`src/rtl/core/tdpc_pkg.sv`:
```
// shared constants for the trial division prime counter
// no dependencies; imported by the top level

package tdpc_pkg;

  // default widths for the top-level parameters
  localparam int LIMIT_BITS_DEF  = 16;
  localparam int WORKER_BITS_DEF = 8;

  // result field
  localparam int          COUNT_BITS = 16;
  localparam logic [15:0] COUNT_MAX  = 16'hFFFF;

  // first candidate and first trial divisor
  localparam int FIRST_CAND = 2;

  // configuration register indexes
  localparam logic REG_WORKER_INDEX = 1'b0;
  localparam logic REG_WORKER_COUNT = 1'b1;

endpackage

```
`src/rtl/core/tdpc_rem_unit.sv`:
```
// shared remainder unit: restoring division, one quotient bit per cycle
// no package dependencies; used by trial_division_prime_counter_unit

module tdpc_rem_unit #(
  parameter int WIDTH = 18
) (
  input  logic             clk,
  input  logic             rst_n,
  input  logic             start,
  input  logic [WIDTH-1:0] dividend,
  input  logic [WIDTH-1:0] divisor,
  output logic             done,
  output logic [WIDTH-1:0] remainder
);

  localparam int STEP_BITS = $clog2(WIDTH + 1);

  logic [WIDTH-1:0]     dvd_r, dvd_nxt;
  logic [WIDTH-1:0]     dsr_r, dsr_nxt;
  logic [WIDTH-1:0]     rem_r, rem_nxt;
  logic [STEP_BITS-1:0] step_r, step_nxt;
  logic                 busy_r, busy_nxt;
  logic                 done_r, done_nxt;
  logic [WIDTH:0]       trial;
  logic [WIDTH:0]       diff;

  // one shift, compare and subtract step
  assign trial = {rem_r, dvd_r[WIDTH-1]};
  assign diff  = trial - {1'b0, dsr_r};

  always_comb begin
    dvd_nxt  = dvd_r;
    dsr_nxt  = dsr_r;
    rem_nxt  = rem_r;
    step_nxt = step_r;
    busy_nxt = busy_r;
    done_nxt = 1'b0;
    if (start) begin
      dvd_nxt  = dividend;
      dsr_nxt  = divisor;
      rem_nxt  = '0;
      step_nxt = STEP_BITS'(WIDTH);
      busy_nxt = 1'b1;
    end else if (busy_r) begin
      dvd_nxt  = {dvd_r[WIDTH-2:0], 1'b0};
      rem_nxt  = (trial >= {1'b0, dsr_r}) ? diff[WIDTH-1:0] : trial[WIDTH-1:0];
      step_nxt = step_r - STEP_BITS'(1);
      if (step_r == STEP_BITS'(1)) begin
        busy_nxt = 1'b0;
        done_nxt = 1'b1;
      end
    end
  end

  // control state
  always_ff @(posedge clk) begin
    if (!rst_n) begin
      busy_r <= 1'b0;
      done_r <= 1'b0;
      step_r <= '0;
    end else begin
      busy_r <= busy_nxt;
      done_r <= done_nxt;
      step_r <= step_nxt;
    end
  end

  // datapath
  always_ff @(posedge clk) begin
    dvd_r <= dvd_nxt;
    dsr_r <= dsr_nxt;
    rem_r <= rem_nxt;
  end

  assign done      = done_r;
  assign remainder = rem_r;

endmodule

```
`src/rtl/core/trial_division_prime_counter_unit.sv`:
```
// top level: snake-order candidate deal, trial division sequencer, result register
// depends on tdpc_pkg and tdpc_rem_unit
//
// a prime candidate c is tried against every divisor from 2 to floor(sqrt(c)), a composite
//   with smallest factor p against 2 to p; the shared remainder unit is CW = max(LIMIT_BITS,
//   WORKER_BITS + 1) + 2 bits wide
// throughput: one limit at a time; in_tready is high only while idle, a held result stalls it
// reset: synchronous active-low rst_n; worker_index resets to 0, worker_count to 1

module trial_division_prime_counter_unit
  import tdpc_pkg::*;
#(
  parameter int LIMIT_BITS  = LIMIT_BITS_DEF,
  parameter int WORKER_BITS = WORKER_BITS_DEF
) (
  input  logic                                clk,
  input  logic                                rst_n,
  // input channel
  input  logic                                in_tvalid,
  output logic                                in_tready,
  input  logic [((LIMIT_BITS+7)/8)*8-1:0]     in_tdata,   // [LIMIT_BITS-1:0] upper_limit
  // result channel
  output logic                                out_tvalid,
  input  logic                                out_tready,
  output logic [COUNT_BITS-1:0]               out_tdata,  // [15:0] prime_count
  // configuration port
  input  logic                                cfg_we,
  input  logic                                cfg_index,
  input  logic [WORKER_BITS:0]                cfg_wdata
);

  localparam int MAXB = (LIMIT_BITS > WORKER_BITS + 1) ? LIMIT_BITS : WORKER_BITS + 1;
  localparam int CW   = MAXB + 2;
  localparam int SW   = CW + 2;

  localparam logic [2:0] ST_IDLE = 3'd0;
  localparam logic [2:0] ST_ROW  = 3'd1;
  localparam logic [2:0] ST_TEST = 3'd2;
  localparam logic [2:0] ST_WAIT = 3'd3;
  localparam logic [2:0] ST_NEXT = 3'd4;
  localparam logic [2:0] ST_FIN  = 3'd5;

  logic [WORKER_BITS-1:0] widx_r;
  logic [WORKER_BITS:0]   wcnt_r;

  logic [2:0]            state_r, state_nxt;
  logic [LIMIT_BITS-1:0] limit_r, limit_nxt;
  logic [CW-1:0]         base_r, base_nxt;
  logic                  odd_r, odd_nxt;
  logic [CW-1:0]         cand_r, cand_nxt;
  logic [CW-1:0]         div_r, div_nxt;
  logic [SW-1:0]         sq_r, sq_nxt;
  logic [COUNT_BITS-1:0] cnt_r, cnt_nxt;
  logic                  oval_r, oval_nxt;
  logic [COUNT_BITS-1:0] odata_r, odata_nxt;

  logic [WORKER_BITS:0]  offset;
  logic [CW-1:0]         cand_row;
  logic                  rem_start;
  logic                  rem_done;
  logic [CW-1:0]         rem_val;
  logic [COUNT_BITS-1:0] cnt_inc;

  // configuration registers
  always_ff @(posedge clk) begin
    if (!rst_n) begin
      widx_r <= '0;
      wcnt_r <= (WORKER_BITS+1)'(1);
    end else if (cfg_we) begin
      unique case (cfg_index)
        REG_WORKER_INDEX: widx_r <= cfg_wdata[WORKER_BITS-1:0];
        REG_WORKER_COUNT: wcnt_r <= cfg_wdata;
        default: ;
      endcase
    end
  end

  // snake-order offset and candidate of the current row
  assign offset   = odd_r ? (wcnt_r - (WORKER_BITS+1)'(1) - {1'b0, widx_r})
                          : {1'b0, widx_r};
  assign cand_row = base_r + CW'(offset);

  assign cnt_inc  = (cnt_r == COUNT_MAX) ? cnt_r : cnt_r + COUNT_BITS'(1);

  // sequencer
  always_comb begin
    state_nxt = state_r;
    limit_nxt = limit_r;
    base_nxt  = base_r;
    odd_nxt   = odd_r;
    cand_nxt  = cand_r;
    div_nxt   = div_r;
    sq_nxt    = sq_r;
    cnt_nxt   = cnt_r;
    oval_nxt  = oval_r;
    odata_nxt = odata_r;
    rem_start = 1'b0;

    // result register drains independently of the sequencer
    if (oval_r && out_tready) begin
      oval_nxt = 1'b0;
    end

    unique case (state_r)
      ST_IDLE: begin
        if (in_tvalid) begin
          limit_nxt = in_tdata[LIMIT_BITS-1:0];
          base_nxt  = CW'(FIRST_CAND);
          odd_nxt   = 1'b0;
          cnt_nxt   = '0;
          state_nxt = ({1'b0, widx_r} < wcnt_r) ? ST_ROW : ST_FIN;
        end
      end
      ST_ROW: begin
        if (cand_row >= CW'(limit_r)) begin
          state_nxt = ST_FIN;
        end else begin
          cand_nxt  = cand_row;
          div_nxt   = CW'(FIRST_CAND);
          sq_nxt    = SW'(FIRST_CAND * FIRST_CAND);
          state_nxt = ST_TEST;
        end
      end
      ST_TEST: begin
        if (sq_r > SW'(cand_r)) begin
          // no divisor up to the square root: prime
          cnt_nxt   = cnt_inc;
          state_nxt = ST_NEXT;
        end else begin
          rem_start = 1'b1;
          state_nxt = ST_WAIT;
        end
      end
      ST_WAIT: begin
        if (rem_done) begin
          if (rem_val == '0) begin
            state_nxt = ST_NEXT;
          end else begin
            // (d+1)^2 = d^2 + 2d + 1
            sq_nxt    = sq_r + SW'({div_r, 1'b0}) + SW'(1);
            div_nxt   = div_r + CW'(1);
            state_nxt = ST_TEST;
          end
        end
      end
      ST_NEXT: begin
        base_nxt  = base_r + CW'(wcnt_r);
        odd_nxt   = ~odd_r;
        state_nxt = ST_ROW;
      end
      ST_FIN: begin
        if (!oval_r || out_tready) begin
          oval_nxt  = 1'b1;
          odata_nxt = cnt_r;
          state_nxt = ST_IDLE;
        end
      end
      default: state_nxt = ST_IDLE;
    endcase
  end

  // control state
  always_ff @(posedge clk) begin
    if (!rst_n) begin
      state_r <= ST_IDLE;
      oval_r  <= 1'b0;
    end else begin
      state_r <= state_nxt;
      oval_r  <= oval_nxt;
    end
  end

  // working registers
  always_ff @(posedge clk) begin
    limit_r <= limit_nxt;
    base_r  <= base_nxt;
    odd_r   <= odd_nxt;
    cand_r  <= cand_nxt;
    div_r   <= div_nxt;
    sq_r    <= sq_nxt;
    cnt_r   <= cnt_nxt;
    odata_r <= odata_nxt;
  end

  // shared remainder unit
  tdpc_rem_unit #(
    .WIDTH (CW)
  ) u_rem (
    .clk       (clk),
    .rst_n     (rst_n),
    .start     (rem_start),
    .dividend  (cand_r),
    .divisor   (div_r),
    .done      (rem_done),
    .remainder (rem_val)
  );

  assign in_tready  = (state_r == ST_IDLE);
  assign out_tvalid = oval_r;
  assign out_tdata  = odata_r;

endmodule

```
`config.mk`:
```
export PLATFORM = sky130hd
export DESIGN_NAME = trial_division_prime_counter_unit
export DESIGN_NICKNAME = d
export VERILOG_FILES = /design/src/rtl/core/tdpc_pkg.sv /design/src/rtl/core/tdpc_rem_unit.sv /design/src/rtl/core/trial_division_prime_counter_unit.sv
export SDC_FILE = /design/constraint.sdc
export NUM_CORES = 1
export LEC_CHECK = 0
export ABC_AREA = 1
export BUFFER_PORTS_ARGS = -buffer_cell sky130_fd_sc_hd__buf_4
export CAP_MARGIN = 15
export CORE_MARGIN = 1.5
export CORE_UTILIZATION = 57
export DETAILED_ROUTE_END_ITERATION = 16
export GPL_TIMING_DRIVEN = 0
export PLACE_DENSITY = 0.85
export SKIP_LAST_GASP = 1
export SYNTH_ARGS = -nofsm -noshare
export SYNTH_HDL_FRONTEND = slang
export SYNTH_SLANG_ARGS = --single-unit
export TNS_END_PERCENT = 5
```
`constraint.sdc`:
```
create_clock -name clk -period 6.4 [get_ports clk]
set_input_delay 0.64 -clock clk [delete_from_list [all_inputs] [get_ports clk]]
set_output_delay 0.64 -clock clk [all_outputs]
set_load 0.01 [all_outputs]
```
==> impl_metrics.env <==
export IMPL_wl_per_cell_um=15.6
export IMPL_ioPinCount=49
export IMPL_ant_nets=0
export IMPL_rows=53
export IMPL_synth_edf_count=159
export IMPL_clockBufferDepth=3
export IMPL_r2r_start="widx_r[0]"
export IMPL_status="complete, no violations"
export IMPL_clock_latency_ns=0.52
export IMPL_portBuffers=47
export IMPL_core_area_mm2=0.0212
export IMPL_grt_max_degree=34
export IMPL_cp_start_kind="register"
export IMPL_worstPathRequired_ns=6.61
export IMPL_yosysWarnings=0
export IMPL_ys_types=54
export IMPL_whs_ns=0.304
export IMPL_numCtsBuffers=22
export IMPL_grt_pass1_vias=9825
export IMPL_tightest_slew_ns=0.955
export IMPL_p_int_mw=3.16
export IMPL_synth_area_leaders="edfxtp_1, ha_1, nand2_1, dfxtp_1, inv_1"
export IMPL_total_power_mw=5.12
export IMPL_crit_path_end="div_r[13]"
export IMPL_drive_gt1_share_pct=9.02
export IMPL_fp_dieW_um=151
export IMPL_synth_seq_area_share_pct=45.9
export IMPL_p_clk_share_pct=25.1
export IMPL_drtIter0Drc=639
export IMPL_holdBufCountCts=0
export IMPL_grt_pass1_wl_mm=45.4
export IMPL_rr_endpoint="div_r[13]"
export IMPL_p_per_area_mw_per_mm2=368
export IMPL_min_path_type="in2reg"
export IMPL_crit_arrival_ns=6.03
export IMPL_worstSetupPathType="reg2reg"
export IMPL_avgSynthCellArea_um2=8.76
export IMPL_fmax_ghz=0.172
export IMPL_switchingPower_mw=1.96
export IMPL_num_antenna_cells=0
export IMPL_overflow=0
export IMPL_root_buffer="clkbuf_16"
export IMPL_yosysMostFrequentCell="nand2_1"
export IMPL_cpPeakStageDelay_ns=0.45
export IMPL_drt_total_wl_mm=27.9
export IMPL_cp_common_cell="nand2_1"
export IMPL_swShare_pct=38.3
export IMPL_drc_errors=0
export IMPL_yosys_area_top_type_share_pct=38.4
export IMPL_cts_resized=0
export IMPL_crit_path_max_fanout=33
export IMPL_reg2reg_depth=33
export IMPL_nNetsFinal=1636
export IMPL_track_usage_pct=25.0
export IMPL_power_frac_seq_pct=38.0
export IMPL_hpwl_mm=21.3
export IMPL_synth_top_cells_by_count="nand2_1, inv_1, edfxtp_1"
export IMPL_post_place_cells=1743
export IMPL_maxCapViolations=0
export IMPL_clkSinkCount=205
export IMPL_crit_start="widx_r[0]"
export IMPL_skew_ns=0.0152
export IMPL_synth_seq_cells=205
export IMPL_final_max_slew_viol_count=0
export IMPL_endpoint_kind="register"
export IMPL_cts_tree="yes"
export IMPL_combPwrFrac_pct=36.9
export IMPL_ir_worst_vdd_mv=0.268
export IMPL_yosysTopAreaCell="edfxtp_1"
export IMPL_leakage_nw=6.03
export IMPL_instances_no_fill=1783
export IMPL_synth_main_ff_cell="edfxtp_1"
export IMPL_syn_to_final_growth_pct=11.9
export IMPL_rrSetupSlack_ns=0.57
export IMPL_fill_cells=1671
export IMPL_async_flop_share_pct=0
export IMPL_rsz0062_at_grt="no"
export IMPL_htreeDepth=1
export IMPL_hold_viol=0
export IMPL_place_gp_congestion=0.928
export IMPL_maxSlewHeadroom_pct=36.3
export IMPL_first_pass_iters=5
export IMPL_start_util_pct=58.5
export IMPL_seq_area_mm2=0.00570
export IMPL_setup_viol=0
export IMPL_fin_crit_ns=5.83
export IMPL_die_h_um=151
export IMPL_antenna_found_initial=0
export IMPL_syn_area_mm2=0.0124
export IMPL_syn_nets=1562
export IMPL_min_period_over_period_pct=91.0
export IMPL_multiInputGateArea_mm2=0.00580
export IMPL_slowest_stage="fa_1"
export IMPL_die_area_mm2=0.0227
export IMPL_post_cts_buffers=0
export IMPL_vias=10047
export IMPL_vias_per_cell=5.63
export IMPL_clk_pin_slew_ns=0.06
export IMPL_synthesis_instances=1418
## cells by family after synthesis
logic type,synth area share (%)
and+or+nand+nor,18.4
AOI/OAI and AO/OA,14.1
DFF,45.9
xor gates and xnor gates,2.40
buffers and inverters,7.56
adders and majority gates,11.7
## final cells by class
class | count | area share (%)
multi-input cells | 979 | 41.7
flip-flops and latches | 205 | 41.0
inverters | 214 | 5.82
clock buffers | 29 | 4.37
repair buffers | 50 | 2.82
well taps | 275 | 2.48
plain buffers | 20 | 0.945
clock inverters | 11 | 0.882
## sequential cells by signal, indices dropped and copies added (netlist names)
signal	flops
out_tvalid	1
u_rem.dsr_r	18
wcnt_r	9
cnt_r	16
sq_r	20
cand_r	18
u_rem.done	1
widx_r	8
u_rem.remainder	18
u_rem.busy_r	1
base_r	18
odd_r	1
div_r	18
state_r	3
u_rem.dvd_r	18
u_rem.step_r	5
limit_r	16
out_tdata	16
## through the flow
stage | setup WS [ns] | area, um2 | util (%) | setup TNS [ns]
2_1_floorplan | 0.425 | 12400 | - | 0
6_report | 0.574 | 13900 | 65.5 | 0
5_1_grt | 0.154 | 13900 | 65.5 | 0
3_3_place_gp | -1.01 | 13100 | 61.8 | -38.19
4_1_cts | 0.691 | 13900 | 65.5 | 0
3_5_place_dp | 0.713 | 13200 | 62.1 | 0
## worst min-delay path by stage
stage                          to  cells past startpoint  slack [ns]    startpoint
detailed placement  out_tdata[15]                      0        0.44     cnt_r[15]
finish                limit_r[14]                      1        0.30  in_tdata[14]
global placement    out_tdata[15]                      0        0.44     cnt_r[15]
floorplan           out_tdata[15]                      0        0.43     cnt_r[15]
global route           limit_r[1]                      1        0.29   in_tdata[1]
CTS                   limit_r[15]                      1        0.29  in_tdata[15]
## power by group through the flow
| stage | Sequential, mW | Combinational, mW | Clock [mW] |
|---|---|---|---|
| 2_1_floorplan | 1.91 | 1.39 | 0 |
| 3_3_place_gp | 1.96 | 1.77 | 0 |
| 3_5_place_dp | 1.97 | 1.85 | 0 |
| 4_1_cts | 1.94 | 1.87 | 1.30 |
| 5_1_grt | 1.97 | 2.13 | 1.35 |
| 6_report | 1.94 | 1.89 | 1.29 |
## critical path: cells and delay by family (launching register included)
| kind | cells | cell delay (ns) |
|---|---|---|
| AOI/OAI and AO/OA | 6 | 0.92 |
| DFF | 1 | 0.31 |
| xor gates and xnor gates | 1 | 0.17 |
| and+or+nand+nor | 18 | 2.18 |
| adders and majority gates | 4 | 1.40 |
| buffers and inverters | 4 | 0.52 |
## layer usage
| layer | wire length (um) | global-route usage [%] | vias up | part of all wire [%] |
|---|---|---|---|---|
| li1 | - | - | 4998 | - |
| met1 | 11500 | 29.7 | 4707 | 41 |
| met2 | 14000 | 45.8 | 268 | 50 |
| met3 | 1380 | 3.33 | 74 | 4.9 |
| met4 | 979 | 9.32 | 0 | 3.5 |
| met5 | 0 | 0 | - | 0 |
## placed cells by master (no fill, tap or decap), types with 4 or more instances in the layout
master and instances:
inv_1 209, nand4_1 18, edfxtp_1 159, nand2_1 258, xor2_1 21, xnor2_1 13, dfxtp_1 46, buf_6 6
o21a_1 10, clkbuf_1 14, nor2_1 116, clkbuf_16 22, fa_1 5, a31oi_1 6, nand3_1 56, clkinvlp_4 4
nor3_1 22, nand2_2 9, clkinv_1 4, a21oi_2 5, nor3_2 6, buf_4 49, o211ai_1 16, ha_1 108
a21oi_1 139, nor4_1 5, o21ai_0 110, o21ai_1 9, a21o_1 4
Note: power is estimated with default switching activity, not from simulation.
